`src/rtl/bba_pkg.sv`:
```
`default_nettype none
package bba_pkg;

	// Map geometry
	localparam int MAP_WORDS      = 32;
	localparam int RESERVED_WORDS = 5;
	localparam int SYSTEM_BLOCKS  = 133;

	localparam int WORD_BITS    = 32;
	localparam int POS_W        = $clog2(WORD_BITS);
	localparam int TOTAL_BLOCKS = MAP_WORDS * WORD_BITS;
	localparam int WIDX_W       = $clog2(MAP_WORDS);
	// Block index field is 10 bits wide: only words 0..31 are reachable
	localparam int SCAN_WORDS   = (MAP_WORDS < 32) ? MAP_WORDS : 32;

	localparam int BLK_W   = 10;
	localparam int COUNT_W = 11;
	localparam int COUNT_MAX = 2047;

	localparam int INIT_FREE_RAW = (TOTAL_BLOCKS > SYSTEM_BLOCKS) ?
		(TOTAL_BLOCKS - SYSTEM_BLOCKS) : 0;
	localparam int INIT_FREE = (INIT_FREE_RAW > COUNT_MAX) ? COUNT_MAX : INIT_FREE_RAW;

	typedef logic [WORD_BITS-1:0] word_t;
	typedef logic [COUNT_W-1:0]   count_t;

	typedef enum logic {
		REQ_ALLOC = 1'b0,
		REQ_FREE  = 1'b1
	} req_t;

	typedef enum logic [1:0] {
		ST_OK       = 2'd0,
		ST_NO_BLOCK = 2'd1,
		ST_ALREADY  = 2'd2,
		ST_RANGE    = 2'd3
	} status_t;

	typedef enum logic [1:0] {
		S_IDLE,
		S_SCAN,
		S_FREE,
		S_RESULT
	} state_t;

	typedef struct packed {
		logic             found;
		logic [POS_W-1:0] pos;
	} scan_res_t;

endpackage
`default_nettype wire

```
`src/rtl/bba_word_scan.sv`:
```
`default_nettype none
// Find the first clear bit of a word, counting from the MSB.
module bba_word_scan import bba_pkg::*; (
	input  wire word_t     word,
	output scan_res_t      res,
	output word_t          word_set
);

	logic [31:0] inv;
	logic [15:0] h16;
	logic [7:0]  h8;
	logic [3:0]  h4;
	logic [1:0]  h2;
	logic [4:0]  pos;

	always_comb begin
		inv    = ~word;
		pos[4] = ~|inv[31:16];
		h16    = pos[4] ? inv[15:0] : inv[31:16];
		pos[3] = ~|h16[15:8];
		h8     = pos[3] ? h16[7:0] : h16[15:8];
		pos[2] = ~|h8[7:4];
		h4     = pos[2] ? h8[3:0] : h8[7:4];
		pos[1] = ~|h4[3:2];
		h2     = pos[1] ? h4[1:0] : h4[3:2];
		pos[0] = ~h2[1];
	end

	assign res.found = |inv;
	assign res.pos   = pos;

	// Set the found bit: position j maps to bit 31-j
	always_comb begin
		word_set = word;
		word_set[~pos] = 1'b1;
	end

endmodule
`default_nettype wire

```
`src/rtl/bitmap_block_allocator.sv`:
```
`default_nettype none
// Allocate scans bitmap words in S_SCAN before S_RESULT; N (1..27) is the
// number of bitmap words scanned, one word per cycle through the shared word scanner;
// allocate with an empty free counter goes straight to S_RESULT; free goes via S_FREE to S_RESULT.
// Requests: one at a time, next request taken once the result is queued;
// a stalled result beat holds the next request off for longer.
// Reset (arst_n low, asynchronous): reserved words all ones, other words clear,
// free counter at total blocks minus system blocks, no result pending.
module bitmap_block_allocator import bba_pkg::*; (
	input  wire               clk,
	input  wire               arst_n,
	input  wire               req_valid,
	output logic              req_ready,
	input  wire               req_type,
	input  wire  [BLK_W-1:0]  block_id,
	output logic              rsp_valid,
	input  wire               rsp_ready,
	output logic [1:0]        status,
	output logic [BLK_W-1:0]  block_index,
	output logic [COUNT_W-1:0] free_count
);

	state_t state_q, state_d;

	word_t             bitmap_q [MAP_WORDS];
	count_t            free_q;
	logic [WIDX_W-1:0] scan_q;
	logic [BLK_W-1:0]  blk_q;
	status_t           res_status_q;
	logic [BLK_W-1:0]  res_index_q;
	logic              rsp_valid_q;
	logic [1:0]        rsp_status_q;
	logic [BLK_W-1:0]  rsp_index_q;
	count_t            rsp_free_q;

	logic              accept;
	logic              slot_free;
	logic [WIDX_W-1:0] rd_idx;
	word_t             word_rd;
	word_t             word_set;
	scan_res_t         scan_res;
	logic              scan_last;
	logic              blk_bad;
	logic              blk_used;
	logic [POS_W-1:0]  bit_sel;

	assign accept    = req_valid && req_ready;
	assign slot_free = !rsp_valid_q || rsp_ready;
	assign scan_last = (scan_q == WIDX_W'(SCAN_WORDS - 1));

	// Single read port into the bitmap: free word in S_FREE, scan word otherwise
	assign rd_idx  = (state_q == S_FREE) ? WIDX_W'(blk_q >> POS_W) : scan_q;
	assign word_rd = bitmap_q[rd_idx];

	bba_word_scan u_scan (
		.word     (word_rd),
		.res      (scan_res),
		.word_set (word_set)
	);

	// Block n sits at bit 31 - (n mod 32) of its word
	assign bit_sel  = ~blk_q[POS_W-1:0];
	assign blk_bad  = (32'(blk_q) < SYSTEM_BLOCKS) || (32'(blk_q) >= TOTAL_BLOCKS);
	assign blk_used = word_rd[bit_sel];

	// Sequencer
	always_ff @(posedge clk or negedge arst_n) begin
		if (!arst_n) begin
			state_q <= S_IDLE;
		end else begin
			state_q <= state_d;
		end
	end

	always_comb begin
		state_d   = state_q;
		req_ready = 1'b0;
		unique case (state_q)
			S_IDLE: begin
				req_ready = 1'b1;
				if (accept) begin
					if (req_t'(req_type) == REQ_FREE) begin
						state_d = S_FREE;
					end else if (free_q == '0 || RESERVED_WORDS >= SCAN_WORDS) begin
						state_d = S_RESULT;
					end else begin
						state_d = S_SCAN;
					end
				end
			end
			S_SCAN: begin
				if (scan_res.found || scan_last) begin
					state_d = S_RESULT;
				end
			end
			S_FREE: begin
				state_d = S_RESULT;
			end
			S_RESULT: begin
				if (slot_free) begin
					state_d = S_IDLE;
				end
			end
			default: begin
				state_d = S_IDLE;
			end
		endcase
	end

	// Bitmap and free counter
	always_ff @(posedge clk or negedge arst_n) begin
		if (!arst_n) begin
			for (int i = 0; i < MAP_WORDS; i++) begin
				bitmap_q[i] <= (i < RESERVED_WORDS) ? '1 : '0;
			end
			free_q <= COUNT_W'(INIT_FREE);
		end else begin
			if (state_q == S_SCAN && scan_res.found) begin
				bitmap_q[rd_idx] <= word_set;
				free_q <= (free_q != '0) ? free_q - 1'b1 : free_q;
			end
			if (state_q == S_FREE && !blk_bad && blk_used) begin
				bitmap_q[rd_idx][bit_sel] <= 1'b0;
				free_q <= (free_q != COUNT_W'(COUNT_MAX)) ? free_q + 1'b1 : free_q;
			end
		end
	end

	// Working registers: request, scan pointer, pending result
	always_ff @(posedge clk) begin
		unique case (state_q)
			S_IDLE: begin
				if (accept) begin
					blk_q        <= block_id;
					scan_q       <= WIDX_W'(RESERVED_WORDS);
					res_status_q <= ST_NO_BLOCK;
					res_index_q  <= '0;
				end
			end
			S_SCAN: begin
				if (scan_res.found) begin
					res_status_q <= ST_OK;
					res_index_q  <= BLK_W'({scan_q, scan_res.pos});
				end else begin
					scan_q <= scan_q + 1'b1;
				end
			end
			S_FREE: begin
				priority if (blk_bad) begin
					res_status_q <= ST_RANGE;
				end else if (!blk_used) begin
					res_status_q <= ST_ALREADY;
				end else begin
					res_status_q <= ST_OK;
				end
			end
			S_RESULT: begin
			end
			default: begin
			end
		endcase
	end

	// Output register: load the result beat once the slot is free
	always_ff @(posedge clk or negedge arst_n) begin
		if (!arst_n) begin
			rsp_valid_q <= 1'b0;
		end else if (state_q == S_RESULT && slot_free) begin
			rsp_valid_q <= 1'b1;
		end else if (rsp_ready) begin
			rsp_valid_q <= 1'b0;
		end
	end

	always_ff @(posedge clk) begin
		if (state_q == S_RESULT && slot_free) begin
			rsp_status_q <= res_status_q;
			rsp_index_q  <= res_index_q;
			rsp_free_q   <= free_q;
		end
	end

	assign rsp_valid   = rsp_valid_q;
	assign status      = rsp_status_q;
	assign block_index = rsp_index_q;
	assign free_count  = rsp_free_q;

endmodule
`default_nettype wire

```
`config.mk`:
```
export PLATFORM = sky130hd
export DESIGN_NAME = bitmap_block_allocator
export DESIGN_NICKNAME = d
export VERILOG_FILES = /design/src/rtl/bba_pkg.sv /design/src/rtl/bba_word_scan.sv /design/src/rtl/bitmap_block_allocator.sv
export SDC_FILE = /design/constraint.sdc
export NUM_CORES = 2
export LEC_CHECK = 0
export BUFFER_PORTS_ARGS = -buffer_cell sky130_fd_sc_hd__buf_4
export CAP_MARGIN = 40
export CELL_PAD_IN_SITES_DETAIL_PLACEMENT = 1
export CELL_PAD_IN_SITES_GLOBAL_PLACEMENT = 2
export CORE_AREA = 10 10 357 359
export CTS_CLUSTER_DIAMETER = 100
export DETAILED_ROUTE_END_ITERATION = 10
export DIE_AREA = 0 0 367 369
export GPL_TIMING_DRIVEN = 0
export PLACE_DENSITY_LB_ADDON = 0.1
export SLEW_MARGIN = 20
export SYNTH_ARGS = -nofsm -noshare
export SYNTH_HDL_FRONTEND = slang
export SYNTH_SLANG_ARGS = --single-unit
```
`constraint.sdc`:
```
create_clock -name clk -period 12 [get_ports clk]
set_input_delay 1.2 -clock clk [delete_from_list [all_inputs] [get_ports clk]]
set_output_delay 1.2 -clock clk [all_outputs]
set_load 0.005 [all_outputs]
```
==> metrics.csv <==
stage;metric;value;unit
status;outcome;completed;
final_layout;multi_input_area;23500;um2
route;drtIter0Drc;9555;
route;dr.pass1.iters;8;
timing;worst_hold_slack;0.278;ns
cts;cts-resized-gates;0;
global_routing;grt.busiest_layer;met2;
power;powerDensity;380;nW/um2
cts;root_buffer;clkbuf_16;
final_layout;layout.nets;6017;
floorplanning;num_io_pins;40;
route;vias_per_cell;7.51;
synthesis;netlist_instances;5590;
floorplanning;die-height;369;um
critical_path;reg2reg_setup_slack;1.34;ns
job;cap_violations;0;
synthesis;synth_ff_type;dfrtp_1;
critical_path;rr_endpoint;free_q[10];
final_layout;n_fill_cell;13400;
final_layout;layout-drive-gt1-share;0.166;
global_routing;grt_util_met2;0.684;
synthesis;avgSynthCellArea;9.59;um2
global_routing;grt_pass1_vias;55400;
power;total_power;24.2;mW
final_layout;area.sequential;27700;um2
critical_path;max_stage_delay;0.82;ns
route;antenna_left;0;
final_layout;area_growth_syn_to_layout;18.6;%
min_path;hold_path.class;input pin to asynchronous set/reset pin;
critical_path;worst-path-max-fanout;19;
timing;fin_crit_sh;0.889;
global_routing;globalRouteTotalUtil;0.521;
timing;drv_slew;0;
floorplanning;die_area;135000;um2
timing;tightestPinTransition;1.13;ns
global_routing;antenna_found_initial;49;
placed_design;io_buffers;39;
cts;cts_tree;done;
cts;ctsHoldBuffers;0;
synthesis;syn_area;53600;um2
route;vias;58200;
route;drc;0;
floorplanning;start_util;0.447;
cts;worstSkewPairLatency;0.84;ns
cts;ctsHtreeMaxLevel;3;
critical_path;cp_data_required_time;12.67;ns
critical_path;cp_data_arrival_time;11.33;ns
timing;skew;0.108;ns
global_routing;grt_overflow;0;
global_routing;met1_usage;0.593;
cts;clockBufferDepth;3;
synthesis;synth_fp_nets;5622;
floorplanning;core_area;120000;um2
synthesis;synth-edff-count;50;
timing;post-route-min-period;10.66;ns
timing;setup-violations-final;0;
floorplanning;rows;127;
synthesis;async_reset_ff_frac;0.954;
cts;cts.reportedPaths.clkPinSlew;0.06;ns
critical_path;startpoint_type;flip-flop;
placed_design;post_dp_cell_area;58700;um2
power;ir_drop;192;uV
critical_path;reg2reg_from;state_q[0];
synthesis;ys_seq_elements;1088;
timing;max_freq;93.8;MHz
timing;timing.slew.headroom;0.246;
timing;finalHoldViolations;0;
critical_path;crit_buf_inv;9;
power;total_leakage_power;25.8;nW
route;finalWirelength;364000;um
global_routing;grt_max_degree;146;
critical_path;slowest_stage;buf_2;
cts;cts_num_sinks;1088;
final_layout;instances_no_fill;7745;
synthesis;yosys.cell_types.count;102;
global_routing;grtUsageMet3;0.312;
critical_path;r2r_cells;29;
placed_design;gp_congestion;1.11;
timing;finalSetupTns;0;ns
placed_design;dpl.cell_count;7432;
final_layout;finalInstanceArea;63600;um2
route;post_drt_wl_per_cell;47.0;um
critical_path;crit_type;flip-flop to flip-flop;
cts;cts_buffers;120;
synthesis;yosysSeqAreaShare;0.516;
timing;rsz0062_at_grt;false;
synthesis;yosys_warnings;0;
global_routing;grt_first_pass_wirelength;484000;um
critical_path;critPathCaptureType;flip-flop;
critical_path;cp_top_family;buffers and inverters;
placed_design;place_hpwl;268000;um
cts;cts_setup_buffers;0;
floorplanning;die_x;367;um
## cell usage after synthesis (95+ instances only)
cell | count | area [um2]
o21ai_0 | 991 | 4960
dfrtp_1 | 870 | 21800
nand2_1 | 666 | 2500
nor2_1 | 412 | 1550
clkbuf_1 | 383 | 1440
o31ai_1 | 300 | 2250
a21oi_1 | 253 | 1270
mux2i_1 | 223 | 2230
dfstp_2 | 168 | 4410
a32oi_1 | 164 | 1440
a221oi_1 | 152 | 1330
buf_2 | 96 | 480
nand3_1 | 95 | 475
## cell type report
type	count	area share
flip-flops and latches	1088	0.435
inverters	42	0.00248
plain buffers	559	0.0418
diodes	41	0.00161
clock inverters	53	0.0120
well taps	1612	0.0317
clock buffers	176	0.0552
multi-input cells	3901	0.369
repair buffers	273	0.0506
## cells in the final DEF, fill, tap and decap left out, types with 124 or more instances in the layout
cell type  netlist  routed
nand2_1        666     665
o21ai_0        991     990
buf_6           25     144
dfrtp_1        870     870
mux2i_1        223     220
a21oi_1        253     236
clkbuf_16        0     124
a221oi_1       152     152
clkbuf_1       383     381
a32oi_1        164     163
dfstp_2        168     168
o31ai_1        300     300
nor2_1         412     403
## how the worst max path moves through the flow
stage	from	cells past startpoint	end
finish	state_q[0]	29	free_q[10]
floorplan	state_q[0]	32	free_q[10]
detailed placement	state_q[0]	28	free_q[10]
global placement	arst_n	1	bitmap_q[101]
global route	state_q[0]	28	free_q[9]
CTS	state_q[0]	28	free_q[10]
## state kept, by name (all words and copies together), names as in the netlist
signal / count
state_q: 2
status: 2
free_q: 11
bitmap_q: 1024
block_index: 10
res_index_q: 10
blk_q: 10
rsp_valid: 1
scan_q: 5
free_count: 11
res_status_q: 2
## routing by layer
metal	share of wire	wire length [um]	vias to the layer above
met5	0.0021	761	-
met4	0.11	41000	34
met3	0.17	61900	1885
li1	-	-	21400
met1	0.34	123000	29300
met2	0.38	137000	5501
## worst reg2reg max path, delay by kind of cell, from the launching register on
| family | cells | cell delay (ns) |
|---|---|---|
| buffers and inverters | 9 | 4.19 |
| AOI/OAI and AO/OA | 9 | 2.26 |
| muxes | 3 | 1.58 |
| and+or+nand+nor | 5 | 1.27 |
| adders and majority gates | 2 | 0.69 |
| DFF | 1 | 0.42 |
| xor gates and xnor gates | 1 | 0.16 |
## where the power goes
part,switching [mW],internal (mW),total [mW]
logic,10.7,3.24,14.0
clock network,1.75,2.41,4.15
registers,0.843,5.23,6.07
## cells by family after synthesis
| group | synth area share |
|---|---|
| buffers and inverters | 0.0518 |
| DFF | 0.516 |
| and+or+nand+nor | 0.118 |
| muxes | 0.0538 |
| AOI/OAI and AO/OA | 0.254 |
| xor gates and xnor gates | 0.00196 |
| adders and majority gates | 0.00411 |
## per-stage QoR
stage / util / worst slack (ns)
detailed placement: 0.490 / 1.87
global placement: 0.467 / -3.24
finish: 0.531 / 1.34
CTS: 0.526 / 1.84
global route: 0.530 / 1.42
floorplan: - / 5.96
No activity file was read; power rests on OpenSTA's default activity.
